[config.mk]
export PLATFORM = sky130hd
export DESIGN_NAME = sd_spi_command_and_sector_read_unit
export DESIGN_NICKNAME = d
export VERILOG_FILES = /design/src/rtl/core/sdspi_pkg.sv /design/src/rtl/core/sdspi_engine.sv /design/src/rtl/core/sd_spi_command_and_sector_read_unit.sv
export VERILOG_INCLUDE_DIRS = /design/src /design/src/rtl/core
export SDC_FILE = /design/constraint.sdc
export NUM_CORES = 1
export LEC_CHECK = 0
export BUFFER_PORTS_ARGS = -buffer_cell sky130_fd_sc_hd__buf_2
export CAP_MARGIN = 15
export CORE_AREA = 2 2 171 173
export DETAILED_ROUTE_END_ITERATION = 10
export DIE_AREA = 0 0 173 175
export PLACE_DENSITY = 0.58
export SLEW_MARGIN = 20
export SYNTH_ARGS = -nofsm -noshare
export SYNTH_HDL_FRONTEND = slang
export SYNTH_SLANG_ARGS = --single-unit
[constraint.sdc]
create_clock -name clk -period 4.75 [get_ports clk]
set_input_delay 0.475 -clock clk [delete_from_list [all_inputs] [get_ports clk]]
set_output_delay 0.475 -clock clk [all_outputs]
set_load 0.005 [all_outputs]
[src/rtl/core/assert_macros.svh]
// Assertion macros shared by the sequencer's RTL modules.
`ifndef ASSERT_MACROS_SVH
`define ASSERT_MACROS_SVH

// Consequent must hold in the same cycle as the antecedent.
`define SDSPI_ASSERT_SAME(label, ante, cons, msg) \
    label: assert property (@(posedge clk) disable iff (!rst_n) (ante) |-> (cons)) \
        else $error(msg);

// Consequent must hold in the cycle after the antecedent.
`define SDSPI_ASSERT_NEXT(label, ante, cons, msg) \
    label: assert property (@(posedge clk) disable iff (!rst_n) (ante) |=> (cons)) \
        else $error(msg);

`endif

[src/rtl/core/sdspi_pkg.sv]
// Types, codes and constants of the SD SPI command and sector read sequencer.
package sdspi_pkg;

    localparam int SECTOR_BYTES = 512;
    localparam logic [9:0] SECTOR_LAST = 10'(SECTOR_BYTES - 1);

    localparam logic [1:0] ACT_CMD  = 2'd0;
    localparam logic [1:0] ACT_READ = 2'd1;
    localparam logic [1:0] ACT_BYTE = 2'd2;

    localparam logic [1:0] ST_OK         = 2'd0;
    localparam logic [1:0] ST_R1_TIMEOUT = 2'd1;
    localparam logic [1:0] ST_BUSY       = 2'd2;

    localparam logic [1:0] CMD_PREFIX  = 2'b01;
    localparam logic [7:0] CMD17_BYTE  = 8'h51;
    localparam logic [7:0] CMD18_BYTE  = 8'h52;
    localparam logic [7:0] CMD12_BYTE  = 8'h4C;
    localparam logic [7:0] TOKEN_BYTE  = 8'hFE;
    localparam logic [7:0] FILL_BYTE   = 8'hFF;
    localparam logic [3:0] STOP_POLL_READS = 4'd9;
    localparam logic [9:0] FRAME_LEN   = 10'd6;
    localparam logic [9:0] ARG_LAST    = 10'd4;

    localparam logic [3:0] R1_LIMIT_RESET    = 4'd10;
    localparam logic [3:0] REPLY_LIMIT_RESET = 4'd9;

    typedef enum logic [10:0] {
        PH_IDLE       = 11'b000_0000_0001,
        PH_CMD_SEND   = 11'b000_0000_0010,
        PH_REPLY_POLL = 11'b000_0000_0100,
        PH_R1_POLL    = 11'b000_0000_1000,
        PH_TOKEN_WAIT = 11'b000_0001_0000,
        PH_DATA       = 11'b000_0010_0000,
        PH_CRC_SKIP   = 11'b000_0100_0000,
        PH_STOP_SEND  = 11'b000_1000_0000,
        PH_STOP_SKIP  = 11'b001_0000_0000,
        PH_STOP_POLL  = 11'b010_0000_0000,
        PH_BUSY_WAIT  = 11'b100_0000_0000
    } phase_t;

    typedef struct packed {
        logic [1:0]  action;
        logic [5:0]  command_index;
        logic [31:0] argument;
        logic [7:0]  crc_byte;
        logic [31:0] sector_address;
        logic [15:0] sector_count;
        logic [7:0]  rx_byte;
    } item_t;

    typedef struct packed {
        logic [7:0] tx_byte;
        logic       tx_valid;
        logic [7:0] data_byte;
        logic       data_valid;
        logic       sector_end;
        logic [7:0] reply;
        logic       reply_valid;
        logic [1:0] status;
        logic       chip_select;
        logic       transfer_done;
    } result_t;

    typedef struct packed {
        logic [3:0] r1_poll_limit;
        logic [3:0] reply_poll_limit;
    } limits_t;

endpackage

[src/rtl/core/sdspi_engine.sv]
// Sequencer state and the per-exchange next-state and result logic.
`include "assert_macros.svh"

module sdspi_engine (
    input  logic              clk,
    input  logic              rst_n,
    input  logic              step,
    input  sdspi_pkg::item_t   item,
    input  sdspi_pkg::limits_t limits,
    output sdspi_pkg::result_t res
);

    sdspi_pkg::phase_t phase_reg, phase_next;
    logic [9:0]  byte_counter_reg, byte_counter_next;
    logic [3:0]  poll_counter_reg, poll_counter_next;
    logic [15:0] sectors_left_reg, sectors_left_next;
    logic [31:0] frame_shift_reg, frame_shift_next;
    logic [7:0]  frame_tail_reg, frame_tail_next;
    logic        multi_block_reg, multi_block_next;
    logic        read_mode_reg, read_mode_next;

    logic [3:0]  poll_inc;
    logic [15:0] sectors_dec;

    assign poll_inc    = poll_counter_reg + 4'd1;
    assign sectors_dec = (sectors_left_reg != 16'd0) ? sectors_left_reg - 16'd1
                                                     : sectors_left_reg;

    always_comb
    begin
        phase_next        = phase_reg;
        byte_counter_next = byte_counter_reg;
        poll_counter_next = poll_counter_reg;
        sectors_left_next = sectors_left_reg;
        frame_shift_next  = frame_shift_reg;
        frame_tail_next   = frame_tail_reg;
        multi_block_next  = multi_block_reg;
        read_mode_next    = read_mode_reg;
        res               = '0;

        case (item.action)
            sdspi_pkg::ACT_CMD, sdspi_pkg::ACT_READ:
            begin
                if (phase_reg != sdspi_pkg::PH_IDLE)
                begin
                    res.status = sdspi_pkg::ST_BUSY;
                end
                else if (item.action == sdspi_pkg::ACT_CMD)
                begin
                    read_mode_next    = 1'b0;
                    frame_shift_next  = item.argument;
                    frame_tail_next   = item.crc_byte;
                    byte_counter_next = 10'd1;
                    res.tx_byte       = {sdspi_pkg::CMD_PREFIX, item.command_index};
                    res.tx_valid      = 1'b1;
                    phase_next        = sdspi_pkg::PH_CMD_SEND;
                end
                else
                begin
                    read_mode_next    = 1'b1;
                    multi_block_next  = (item.sector_count > 16'd1);
                    sectors_left_next = (item.sector_count == 16'd0) ? 16'd1
                                                                     : item.sector_count;
                    frame_shift_next  = item.sector_address;
                    frame_tail_next   = 8'h00;
                    byte_counter_next = 10'd1;
                    res.tx_byte       = (item.sector_count > 16'd1) ? sdspi_pkg::CMD18_BYTE
                                                                    : sdspi_pkg::CMD17_BYTE;
                    res.tx_valid      = 1'b1;
                    phase_next        = sdspi_pkg::PH_CMD_SEND;
                end
            end
            sdspi_pkg::ACT_BYTE:
            begin
                case (phase_reg)
                    sdspi_pkg::PH_CMD_SEND, sdspi_pkg::PH_STOP_SEND:
                    begin
                        res.tx_valid = 1'b1;
                        if (byte_counter_reg < sdspi_pkg::FRAME_LEN)
                        begin
                            if (byte_counter_reg <= sdspi_pkg::ARG_LAST)
                            begin
                                res.tx_byte      = frame_shift_reg[31:24];
                                frame_shift_next = {frame_shift_reg[23:0], 8'h00};
                            end
                            else
                            begin
                                res.tx_byte = frame_tail_reg;
                            end
                            byte_counter_next = byte_counter_reg + 10'd1;
                        end
                        else
                        begin
                            res.tx_byte       = sdspi_pkg::FILL_BYTE;
                            poll_counter_next = 4'd0;
                            if (phase_reg == sdspi_pkg::PH_STOP_SEND)
                                phase_next = sdspi_pkg::PH_STOP_SKIP;
                            else if (read_mode_reg)
                                phase_next = sdspi_pkg::PH_R1_POLL;
                            else
                                phase_next = sdspi_pkg::PH_REPLY_POLL;
                        end
                    end
                    sdspi_pkg::PH_REPLY_POLL:
                    begin
                        poll_counter_next = poll_inc;
                        if (item.rx_byte != sdspi_pkg::FILL_BYTE
                            || poll_inc >= limits.reply_poll_limit)
                        begin
                            res.reply         = item.rx_byte;
                            res.reply_valid   = 1'b1;
                            res.transfer_done = 1'b1;
                            phase_next        = sdspi_pkg::PH_IDLE;
                        end
                        else
                        begin
                            res.tx_byte  = sdspi_pkg::FILL_BYTE;
                            res.tx_valid = 1'b1;
                        end
                    end
                    sdspi_pkg::PH_R1_POLL:
                    begin
                        poll_counter_next = poll_inc;
                        res.tx_byte       = sdspi_pkg::FILL_BYTE;
                        res.tx_valid      = 1'b1;
                        if (item.rx_byte == 8'h00)
                        begin
                            phase_next = sdspi_pkg::PH_TOKEN_WAIT;
                        end
                        else if (poll_inc >= limits.r1_poll_limit)
                        begin
                            res.status = sdspi_pkg::ST_R1_TIMEOUT;
                            phase_next = sdspi_pkg::PH_TOKEN_WAIT;
                        end
                    end
                    sdspi_pkg::PH_TOKEN_WAIT:
                    begin
                        res.tx_byte  = sdspi_pkg::FILL_BYTE;
                        res.tx_valid = 1'b1;
                        if (item.rx_byte == sdspi_pkg::TOKEN_BYTE)
                        begin
                            byte_counter_next = 10'd0;
                            phase_next        = sdspi_pkg::PH_DATA;
                        end
                    end
                    sdspi_pkg::PH_DATA:
                    begin
                        res.tx_byte    = sdspi_pkg::FILL_BYTE;
                        res.tx_valid   = 1'b1;
                        res.data_byte  = item.rx_byte;
                        res.data_valid = 1'b1;
                        if (byte_counter_reg >= sdspi_pkg::SECTOR_LAST)
                        begin
                            res.sector_end    = 1'b1;
                            byte_counter_next = 10'd0;
                            phase_next        = sdspi_pkg::PH_CRC_SKIP;
                        end
                        else
                        begin
                            byte_counter_next = byte_counter_reg + 10'd1;
                        end
                    end
                    sdspi_pkg::PH_CRC_SKIP:
                    begin
                        if (byte_counter_reg == 10'd0)
                        begin
                            byte_counter_next = 10'd1;
                            res.tx_byte       = sdspi_pkg::FILL_BYTE;
                            res.tx_valid      = 1'b1;
                        end
                        else
                        begin
                            byte_counter_next = 10'd0;
                            sectors_left_next = sectors_dec;
                            if (sectors_dec != 16'd0)
                            begin
                                res.tx_byte  = sdspi_pkg::FILL_BYTE;
                                res.tx_valid = 1'b1;
                                phase_next   = sdspi_pkg::PH_TOKEN_WAIT;
                            end
                            else if (multi_block_reg)
                            begin
                                // Stop transmission frame: CMD12, zero argument, zero CRC.
                                frame_shift_next  = 32'd0;
                                frame_tail_next   = 8'h00;
                                byte_counter_next = 10'd1;
                                res.tx_byte       = sdspi_pkg::CMD12_BYTE;
                                res.tx_valid      = 1'b1;
                                phase_next        = sdspi_pkg::PH_STOP_SEND;
                            end
                            else
                            begin
                                res.transfer_done = 1'b1;
                                read_mode_next    = 1'b0;
                                phase_next        = sdspi_pkg::PH_IDLE;
                            end
                        end
                    end
                    sdspi_pkg::PH_STOP_SKIP:
                    begin
                        res.tx_byte       = sdspi_pkg::FILL_BYTE;
                        res.tx_valid      = 1'b1;
                        poll_counter_next = 4'd0;
                        phase_next        = sdspi_pkg::PH_STOP_POLL;
                    end
                    sdspi_pkg::PH_STOP_POLL:
                    begin
                        poll_counter_next = poll_inc;
                        res.tx_byte       = sdspi_pkg::FILL_BYTE;
                        res.tx_valid      = 1'b1;
                        if (item.rx_byte != sdspi_pkg::FILL_BYTE
                            || poll_inc >= sdspi_pkg::STOP_POLL_READS)
                            phase_next = sdspi_pkg::PH_BUSY_WAIT;
                    end
                    sdspi_pkg::PH_BUSY_WAIT:
                    begin
                        // The card holds the line low while busy.
                        if (item.rx_byte == sdspi_pkg::FILL_BYTE)
                        begin
                            res.transfer_done = 1'b1;
                            read_mode_next    = 1'b0;
                            multi_block_next  = 1'b0;
                            phase_next        = sdspi_pkg::PH_IDLE;
                        end
                        else
                        begin
                            res.tx_byte  = sdspi_pkg::FILL_BYTE;
                            res.tx_valid = 1'b1;
                        end
                    end
                    default:
                    begin
                    end
                endcase
            end
            default:
            begin
            end
        endcase

        res.chip_select = (phase_next != sdspi_pkg::PH_IDLE) && read_mode_next;
    end

    always_ff @(posedge clk or negedge rst_n)
    begin
        if (!rst_n)
        begin
            phase_reg        <= sdspi_pkg::PH_IDLE;
            byte_counter_reg <= 10'd0;
            poll_counter_reg <= 4'd0;
            sectors_left_reg <= 16'd0;
            frame_shift_reg  <= 32'd0;
            frame_tail_reg   <= 8'h00;
            multi_block_reg  <= 1'b0;
            read_mode_reg    <= 1'b0;
        end
        else if (step)
        begin
            phase_reg        <= phase_next;
            byte_counter_reg <= byte_counter_next;
            poll_counter_reg <= poll_counter_next;
            sectors_left_reg <= sectors_left_next;
            frame_shift_reg  <= frame_shift_next;
            frame_tail_reg   <= frame_tail_next;
            multi_block_reg  <= multi_block_next;
            read_mode_reg    <= read_mode_next;
        end
    end

    `SDSPI_ASSERT_SAME(a_data_only_in_data_phase, step && res.data_valid, phase_reg == sdspi_pkg::PH_DATA, "payload byte outside data phase")
    `SDSPI_ASSERT_SAME(a_idle_byte_quiet, step && item.action == sdspi_pkg::ACT_BYTE && phase_reg == sdspi_pkg::PH_IDLE, !res.tx_valid && !res.transfer_done, "byte while idle produced activity")
    `SDSPI_ASSERT_NEXT(a_state_holds_without_step, !step, $stable(phase_reg) && $stable(byte_counter_reg), "sequencer state moved without a transaction")

endmodule

[src/rtl/core/sd_spi_command_and_sector_read_unit.sv]
// Top level of the SD SPI command and sector read sequencer with its configuration port.
// An accepted item is held in the input register; its result then moves into the result register.
// Throughput: one item per cycle unless stalled; the next-state logic of the sequencer is the only path between them.
// While a finished result waits under stall, the input register can still take one item.
// Reset (rst_n low, asynchronous) empties both registers, puts the sequencer in idle and
// restores the poll limits to 10 (R1 after a read command) and 9 (plain command reply).
`include "assert_macros.svh"

module sd_spi_command_and_sector_read_unit (
    input  logic        clk,
    input  logic        rst_n,

    input  logic        psel,
    input  logic        penable,
    input  logic        pwrite,
    input  logic [2:0]  paddr,
    input  logic [31:0] pwdata,
    output logic [31:0] prdata,
    output logic        pready,

    input  logic        item_valid,
    output logic        item_stall,
    input  logic [1:0]  action,
    input  logic [5:0]  command_index,
    input  logic [31:0] argument,
    input  logic [7:0]  crc_byte,
    input  logic [31:0] sector_address,
    input  logic [15:0] sector_count,
    input  logic [7:0]  rx_byte,

    output logic        result_valid,
    input  logic        result_stall,
    output logic [7:0]  tx_byte,
    output logic        tx_valid,
    output logic [7:0]  data_byte,
    output logic        data_valid,
    output logic        sector_end,
    output logic [7:0]  reply,
    output logic        reply_valid,
    output logic [1:0]  status,
    output logic        chip_select,
    output logic        transfer_done
);

    sdspi_pkg::limits_t limits_reg;
    sdspi_pkg::item_t   item_reg;
    sdspi_pkg::result_t result_reg;
    sdspi_pkg::result_t step_result;
    logic               item_full_reg;
    logic               result_full_reg;
    logic               out_free;
    logic               advance;
    logic               accept;
    logic               cfg_write;

    // Configuration registers; the word index is taken from paddr[2].
    assign pready    = 1'b1;
    assign cfg_write = psel && penable && pwrite;

    always_ff @(posedge clk or negedge rst_n)
    begin
        if (!rst_n)
        begin
            limits_reg.r1_poll_limit    <= sdspi_pkg::R1_LIMIT_RESET;
            limits_reg.reply_poll_limit <= sdspi_pkg::REPLY_LIMIT_RESET;
        end
        else if (cfg_write)
        begin
            if (paddr[2])
                limits_reg.reply_poll_limit <= pwdata[3:0];
            else
                limits_reg.r1_poll_limit <= pwdata[3:0];
        end
    end

    assign prdata = paddr[2] ? {28'd0, limits_reg.reply_poll_limit}
                             : {28'd0, limits_reg.r1_poll_limit};

    // Two-register flow: the sequencer steps when the held item moves into the result register.
    assign out_free   = !result_full_reg || !result_stall;
    assign advance    = item_full_reg && out_free;
    assign item_stall = item_full_reg && !out_free;
    assign accept     = item_valid && !item_stall;

    always_ff @(posedge clk or negedge rst_n)
    begin
        if (!rst_n)
        begin
            item_full_reg   <= 1'b0;
            result_full_reg <= 1'b0;
        end
        else
        begin
            if (accept)
                item_full_reg <= 1'b1;
            else if (advance)
                item_full_reg <= 1'b0;

            if (advance)
                result_full_reg <= 1'b1;
            else if (!result_stall)
                result_full_reg <= 1'b0;
        end
    end

    always_ff @(posedge clk)
    begin
        if (accept)
        begin
            item_reg.action         <= action;
            item_reg.command_index  <= command_index;
            item_reg.argument       <= argument;
            item_reg.crc_byte       <= crc_byte;
            item_reg.sector_address <= sector_address;
            item_reg.sector_count   <= sector_count;
            item_reg.rx_byte        <= rx_byte;
        end
        if (advance)
            result_reg <= step_result;
    end

    sdspi_engine u_engine (
        .clk    (clk),
        .rst_n  (rst_n),
        .step   (advance),
        .item   (item_reg),
        .limits (limits_reg),
        .res    (step_result)
    );

    assign result_valid  = result_full_reg;
    assign tx_byte       = result_reg.tx_byte;
    assign tx_valid      = result_reg.tx_valid;
    assign data_byte     = result_reg.data_byte;
    assign data_valid    = result_reg.data_valid;
    assign sector_end    = result_reg.sector_end;
    assign reply         = result_reg.reply;
    assign reply_valid   = result_reg.reply_valid;
    assign status        = result_reg.status;
    assign chip_select   = result_reg.chip_select;
    assign transfer_done = result_reg.transfer_done;

    `SDSPI_ASSERT_NEXT(a_advance_fills_result, advance, result_full_reg, "stepped transaction did not reach the result register")
    `SDSPI_ASSERT_SAME(a_stall_only_when_both_full, item_stall, item_full_reg && result_full_reg, "input stalled with room in the pipeline")
    `SDSPI_ASSERT_NEXT(a_held_item_kept, item_full_reg && !advance, item_full_reg && $stable(item_reg), "held transaction lost or overwritten")

endmodule

## Yosys cells after proc, flatten, opt, wreduce, memory -nomap -nowiden

Cells that the tools add are included.

- Bits of input ports: 146
- Output and inout port bits: 67
- Flip-flop bits (word level): 229
- Word-level logic and storage cells: 206

- Bitwise operators: 1
- Equal/unequal tests: 35
- Reduce and logical (&&, ||, !) cells: 37
- Order comparisons: 7
- Add/subtract/negate cells: 3
- Mux-type cells: 94

Operator list:

| cell | number |
|---|---|
| two-way mux 32 bit | 7 |
| one-hot mux 32 bit (2 select lines) | 2 |
| two-way mux 11 bit | 11 |
| one-hot mux 11 bit (9 select lines) | 1 |
| two-way mux 16 bit | 6 |
| two-way mux 8 bit | 10 |
| two-way mux 9 bit | 7 |
| two-way mux 10 bit | 6 |
| one-hot mux 9 bit (5 select lines) | 1 |
| one-hot mux 10 bit (4 select lines) | 1 |
| one-hot mux 16 bit (2 select lines) | 1 |
| nonzero test 16 bit | 2 |
| two-way mux 1 bit | 23 |
| inequality test 11 x 1 -> 1 bit, second input constant | 2 |
| one-hot mux 11 bit (2 select lines) | 1 |
| one-hot mux 10 bit (2 select lines) | 1 |
| one-hot mux 9 bit (2 select lines) | 1 |
| AND reduction 6 bit | 3 |
| == test 8 bit, second input constant | 2 |
| greater-than comparator 16 x 1 -> 1 bit, second input constant | 1 |
| zero test 16 bit | 1 |
| one-hot mux 8 bit (2 select lines) | 1 |
| subtractor 16 x 1 -> 16 bit, second input constant | 1 |
| inequality test 2 bit, second input constant | 7 |
| other kinds (47) | 78 |

## Longest topological paths before layout

- Depth after elaboration: 9
- Depth in mapped cells: 12
- Mapped depth without buffers: 11

## Hierarchy

From an unflattened synthesis, not the netlist that was laid out.

- Cells, all modules: 1002
- Area total of the unflattened synthesis: 11493.5 sq um

By module, submodules not included:

| module | area each (sq um) | sequential area each (sq um) | times used | cells each |
|---|---|---|---|---|
| sdspi_engine | 6721.4 | 2078.2 | 1 | 805 |
| sd_spi_command_and_sector_read_unit | 4772.1 | 4339.2 | 1 | 197 |

## Least setup slack after synthesis

OpenSTA, ideal clock, no wires.

- Kind: input to register
- From: input result_stall
- To: register item_reg[0] (netlist bit) (enable)
- Path buffers: 0
- Stages on the path: 2
- Setup time: 0.475 ns
- Slack: 1.273 ns
- Required time: 4.275 ns
- Arrival: 3.002 ns
- Cell sequence: nand3_1 -> and2_1

- Longest elaborated chain between the ends: 6

RTL lines:

| item | RTL line | RTL |
|---|---|---|
| start: declaration | sd_spi_command_and_sector_read_unit.sv:32 | `input logic result_stall,` |
| zero test 1 bit | -- |  |
| logical OR 1 bit | sd_spi_command_and_sector_read_unit.sv:80 | `assign out_free = !result_full_reg \|\| !result_stall;` |
| zero test 1 bit | sd_spi_command_and_sector_read_unit.sv:82 | `assign item_stall = item_full_reg && !out_free;` |
| logical AND 1 bit | sd_spi_command_and_sector_read_unit.sv:82 |  |
| zero test 1 bit | sd_spi_command_and_sector_read_unit.sv:83 | `assign accept = item_valid && !item_stall;` |
| logical AND 1 bit | sd_spi_command_and_sector_read_unit.sv:83 |  |
| net accept | sd_spi_command_and_sector_read_unit.sv:53 | `logic accept;` |
| end: declaration | sd_spi_command_and_sector_read_unit.sv:46 | `sdspi_pkg::item_t item_reg;` |

The timed path passes the listed nets, and every way through them passes these cells.
A chain may end at the register's enable or synchronous reset.

## Worst setup path in the final report

- From: register u_engine.sectors_left_reg[0]
- To: register u_engine.frame_shift_reg[0]

- Longest elaborated chain between the ends: 5
- Elaborated cells between the ends (all ways): 6
- Classes of those cells: add/sub: 1; eq/ne: 1; mux: 1; reduce/logical: 3

RTL lines:

| item | RTL line | RTL |
|---|---|---|
| start: declaration | sdspi_engine.sv:16 | `logic [15:0] sectors_left_reg, sectors_left_next;` |
| start signal: assignment | sdspi_engine.sv:262 | `sectors_left_reg <= sectors_left_next;` |
| subtractor 16 x 1 -> 16 bit or nonzero test 16 bit (tied branches) | sdspi_engine.sv:26 | `assign sectors_dec = (sectors_left_reg != 16'd0) ? sectors_left_reg - 16'd1` |
| two-way mux 16 bit * | sdspi_engine.sv:26 |  |
| nonzero test 16 bit * | sdspi_engine.sv:175 | `if (sectors_dec != 16'd0)` |
| inequality test 3 bit (no line) * | -- |  |
| AND reduction 9 bit (no line) * | -- |  |
| end signal: assignment | sdspi_engine.sv:263 | `frame_shift_reg <= frame_shift_next;` |
| end: declaration | sdspi_engine.sv:17 | `logic [31:0] frame_shift_reg, frame_shift_next;` |

Mark *: on every way between the ends. The rest lies on a longest branch, timed or not.

==> impl_metrics.json <==
{
  "antenna_found_initial": 3,
  "power_leakage_nw": 5.35,
  "overflow": 0,
  "synth_mux_area_frac": 0.0538,
  "p_switching_w": 0.00169,
  "synthCells": 1009,
  "dp.cells": 1514,
  "clockRootBuffer": "clkbuf_16",
  "die-width_um": 173,
  "io_pins": 213,
  "rows": 62,
  "clockPowerShare": 0.354,
  "grt_start_max_net_pins": 69,
  "rr_worst_depth": 10,
  "slew-limit-headroom": 0.407,
  "rsz0062_at_grt": "false",
  "cts_setup_buffers": 0,
  "post-dp-hpwl_um": 19600,
  "synthAdderAreaFrac": 0.0145,
  "drcViolationCount": 0,
  "tritoncts": "yes",
  "synth_top_family_by_area": "simple AND/OR/NAND/NOR gates",
  "synthArstFlopShare": 0.406,
  "finClkSkew_ns": 0.0159,
  "crit_path_end": "u_engine.frame_shift_reg[0]",
  "reg2reg_from": "u_engine.sectors_left_reg[0]",
  "wire_per_inst_um": 17.7,
  "synthFlopType": "edfxtp_1",
  "routed_wl_um": 27700,
  "setup_tns_ns": 0,
  "p_int_w": 0.00424,
  "detail_route.vias_per_cell": 5.24,
  "timing_worst_setup_path_type": "reg2reg",
  "pwr-share-seq": 0.455,
  "outcome": "complete, no violations",
  "synth_top_area_share": 0.364,
  "holdBufCountCts": 0,
  "worstMarginPinSlew_ns": 0.889,
  "postLayoutCoreUtil": 0.465,
  "start_util": 0.396,
  "combPwrFrac": 0.191,
  "numClockSinks": 229,
  "ys_warn_count": 0,
  "maxCapViolations": 0,
  "port_buffers": 153,
  "num-fill-cells": 2674,
  "cp.arrival_ns": 4.45,
  "crit_path_start_kind": "flip-flop",
  "setup_viol": 0,
  "htree_levels": 1,
  "num_vias": 8208,
  "synth_xor_area_frac": 0.00390,
  "gp_congestion": 0.916,
  "postRouteAntennaNets": 0,
  "fp.dieH_um": 175,
  "drive_gt1_frac": 0.227,
  "required_ns": 5.17,
  "seq_area_frac_synth": 0.571,
  "r2r_end": "u_engine.frame_shift_reg[0]",
  "crit_path_start": "u_engine.sectors_left_reg[0]",
  "hp-class": "in2async",
  "max_freq_ghz": 0.248,
  "slew_viol_final": 0,
  "reg2reg_slack_ns": 0.72,
  "synth_edf_count": 136,
  "hold_viol_final": 0,
  "critPathMaxFanout": 32,
  "clkLatencyLatePin_ns": 0.54,
  "synth.distinct_cells": 75,
  "ys_ff_latch": 229,
  "final-instance-count-excl-fill": 1567,
  "synth.avg_cell_area_um2": 11.1,
  "drtPass1Iterations": 5,
  "synth_area_leaders": "edfxtp_1 36%, dfrtp_1 20%, o21ai_0 4.7%, mux2_4 4.0%, nand2_1 3.6%",
  "dieArea_um2": 30300,
  "yosysTopAreaCell": "edfxtp_1",
  "power_w": 0.00592,
  "numCtsBuffers": 27,
  "fin_nets": 1318,
  "synth-compound-area-share": 0.144,
  "switching_share": 0.285,
  "post_cts_resized": 0,
  "largest_register_ffs": 104,
  "synthSimpleGateAreaFrac": 0.163,
  "endpoint_kind": "flip-flop",
  "grt_usage": 0.183,
  "first_iter_violations": 631,
  "min_period_ns": 4.03,
  "final.period_utilization": 0.849,
  "ir_drop_v": 0.000274,
  "synth_area_um2": 11200,
  "p_per_area_nw_per_um2": 449,
  "cts_buffer_depth": 3,
  "path_clk_slew_ns": 0.06,
  "grt_first_pass_wirelength_um": 44100,
  "area_growth_pct": 17.6,
  "core_area_um2": 28400,
  "grt_pass1_vias": 7974
}
-- how the worst min path moves through the flow --
stage	slack, ns	to	depth (start not counted)
2_1_floorplan	0.18	item_full_reg	0
3_3_place_gp	0.46	result_valid	1
3_5_place_dp	0.47	result_valid	1
4_1_cts	0.08	item_reg[100]	1
5_1_grt	0.09	item_reg[5]	1
6_report	0.06	u_engine.sectors_left_reg[12]	1
-- power groups by stage --
stage	clock network, W	logic [W]	registers, W
floorplan	0	0.000885	0.00261
global placement	0	0.00112	0.00273
detailed placement	0	0.00114	0.00272
CTS	0.00216	0.00114	0.00269
global route	0.00225	0.00126	0.00274
finish	0.00210	0.00113	0.00269
-- metal layers --
| metal | vias up | wire, um | GRT usage |
|---|---|---|---|
| met1 | 3846 | 12300 | 0.252 |
| li1 | 4015 | - | - |
| met3 | 61 | 1580 | 0.0326 |
| met5 | - | 13 | 0 |
| met4 | 2 | 904 | 0.0660 |
| met2 | 284 | 12900 | 0.291 |
-- kinds of logic (layout without fill, tap and decap cells) --
| group | Yosys count | count (layout) |
|---|---|---|
| simple gates | 347 | 347 |
| compound gates | 259 | 259 |
| flops | 229 | 229 |
| buf+inv | 110 | 254 |
| mux | 44 | 44 |
| fa+ha+maj | 13 | 13 |
| xor+xnor | 5 | 5 |
| other cells | 2 | 32 |
-- placed cells by master (no fill, tap or decap), drive strengths merged, types with 33 or more instances in the layout --
cell type,count
a21oi,33
a31oi,36
buf,174
clkbuf,38
dfrtp,88
edfxtp,136
mux2,41
nand2,108
nor2,46
o21ai,115
-- cells in the mapped netlist (all sizes together), types with 3 or more instances --
master   instances
or3             10
and2            19
a22o            10
and3             8
nand4           11
nor2b           29
mux2i            3
or2              3
nor3b            6
inv             29
o21a             4
o21ai          115
o2111ai          3
xnor2            3
o211ai           3
o31ai            7
nor4b            8
a2111oi          4
buf             34
nor3            22
o22ai            9
a211oi           5
clkbuf          46
nor2            46
a41oi            3
nor4            19
or3b             3
o41ai            3
nand3           22
a22oi            3
ha              13
nand2b          14
nand4b           5
mux2            41
nand2          108
dfstp            5
edfxtp         136
or4              8
a31oi           36
dfrtp           88
a21oi           33
-- area by class of cell --
| cell class | instances | area, um^2 | share of cell area |
|---|---|---|---|
| Sequential cell | 229 | 6420 | 0.486 |
| Antenna cell | 3 | 7.51 | 0.000568 |
| Multi-Input combinational cell | 697 | 4370 | 0.330 |
| Clock buffer | 38 | 737 | 0.0558 |
| Timing Repair Buffer | 174 | 926 | 0.0701 |
| Clock inverter | 12 | 163 | 0.0123 |
| Tap cell | 384 | 480 | 0.0364 |
| Inverter | 30 | 113 | 0.00853 |
-- worst max-delay path, stage by stage, from the launching register on --
cell       delay, ns
dfrtp_1         0.44
inv_1           0.12
ha_1            0.26
or4b_1          0.62
nor4_4          0.42
mux2i_1         0.42
a2111oi_4       0.13
and3_4          0.23
a31oi_4         0.31
a21o_4          0.57
mux2_1          0.38
-- stage by stage --
step           hold slack [ns]  area [um^2]  setup slack (ns)
6_report                0.0585        13200             0.719
5_1_grt                 0.0916        13200             0.480
4_1_cts                 0.0815        13200             0.705
3_5_place_dp             0.474        12300             0.734
3_3_place_gp             0.464        12300             0.765
2_1_floorplan            0.179        11300              1.27
No activity file was read; power rests on OpenSTA's default activity.
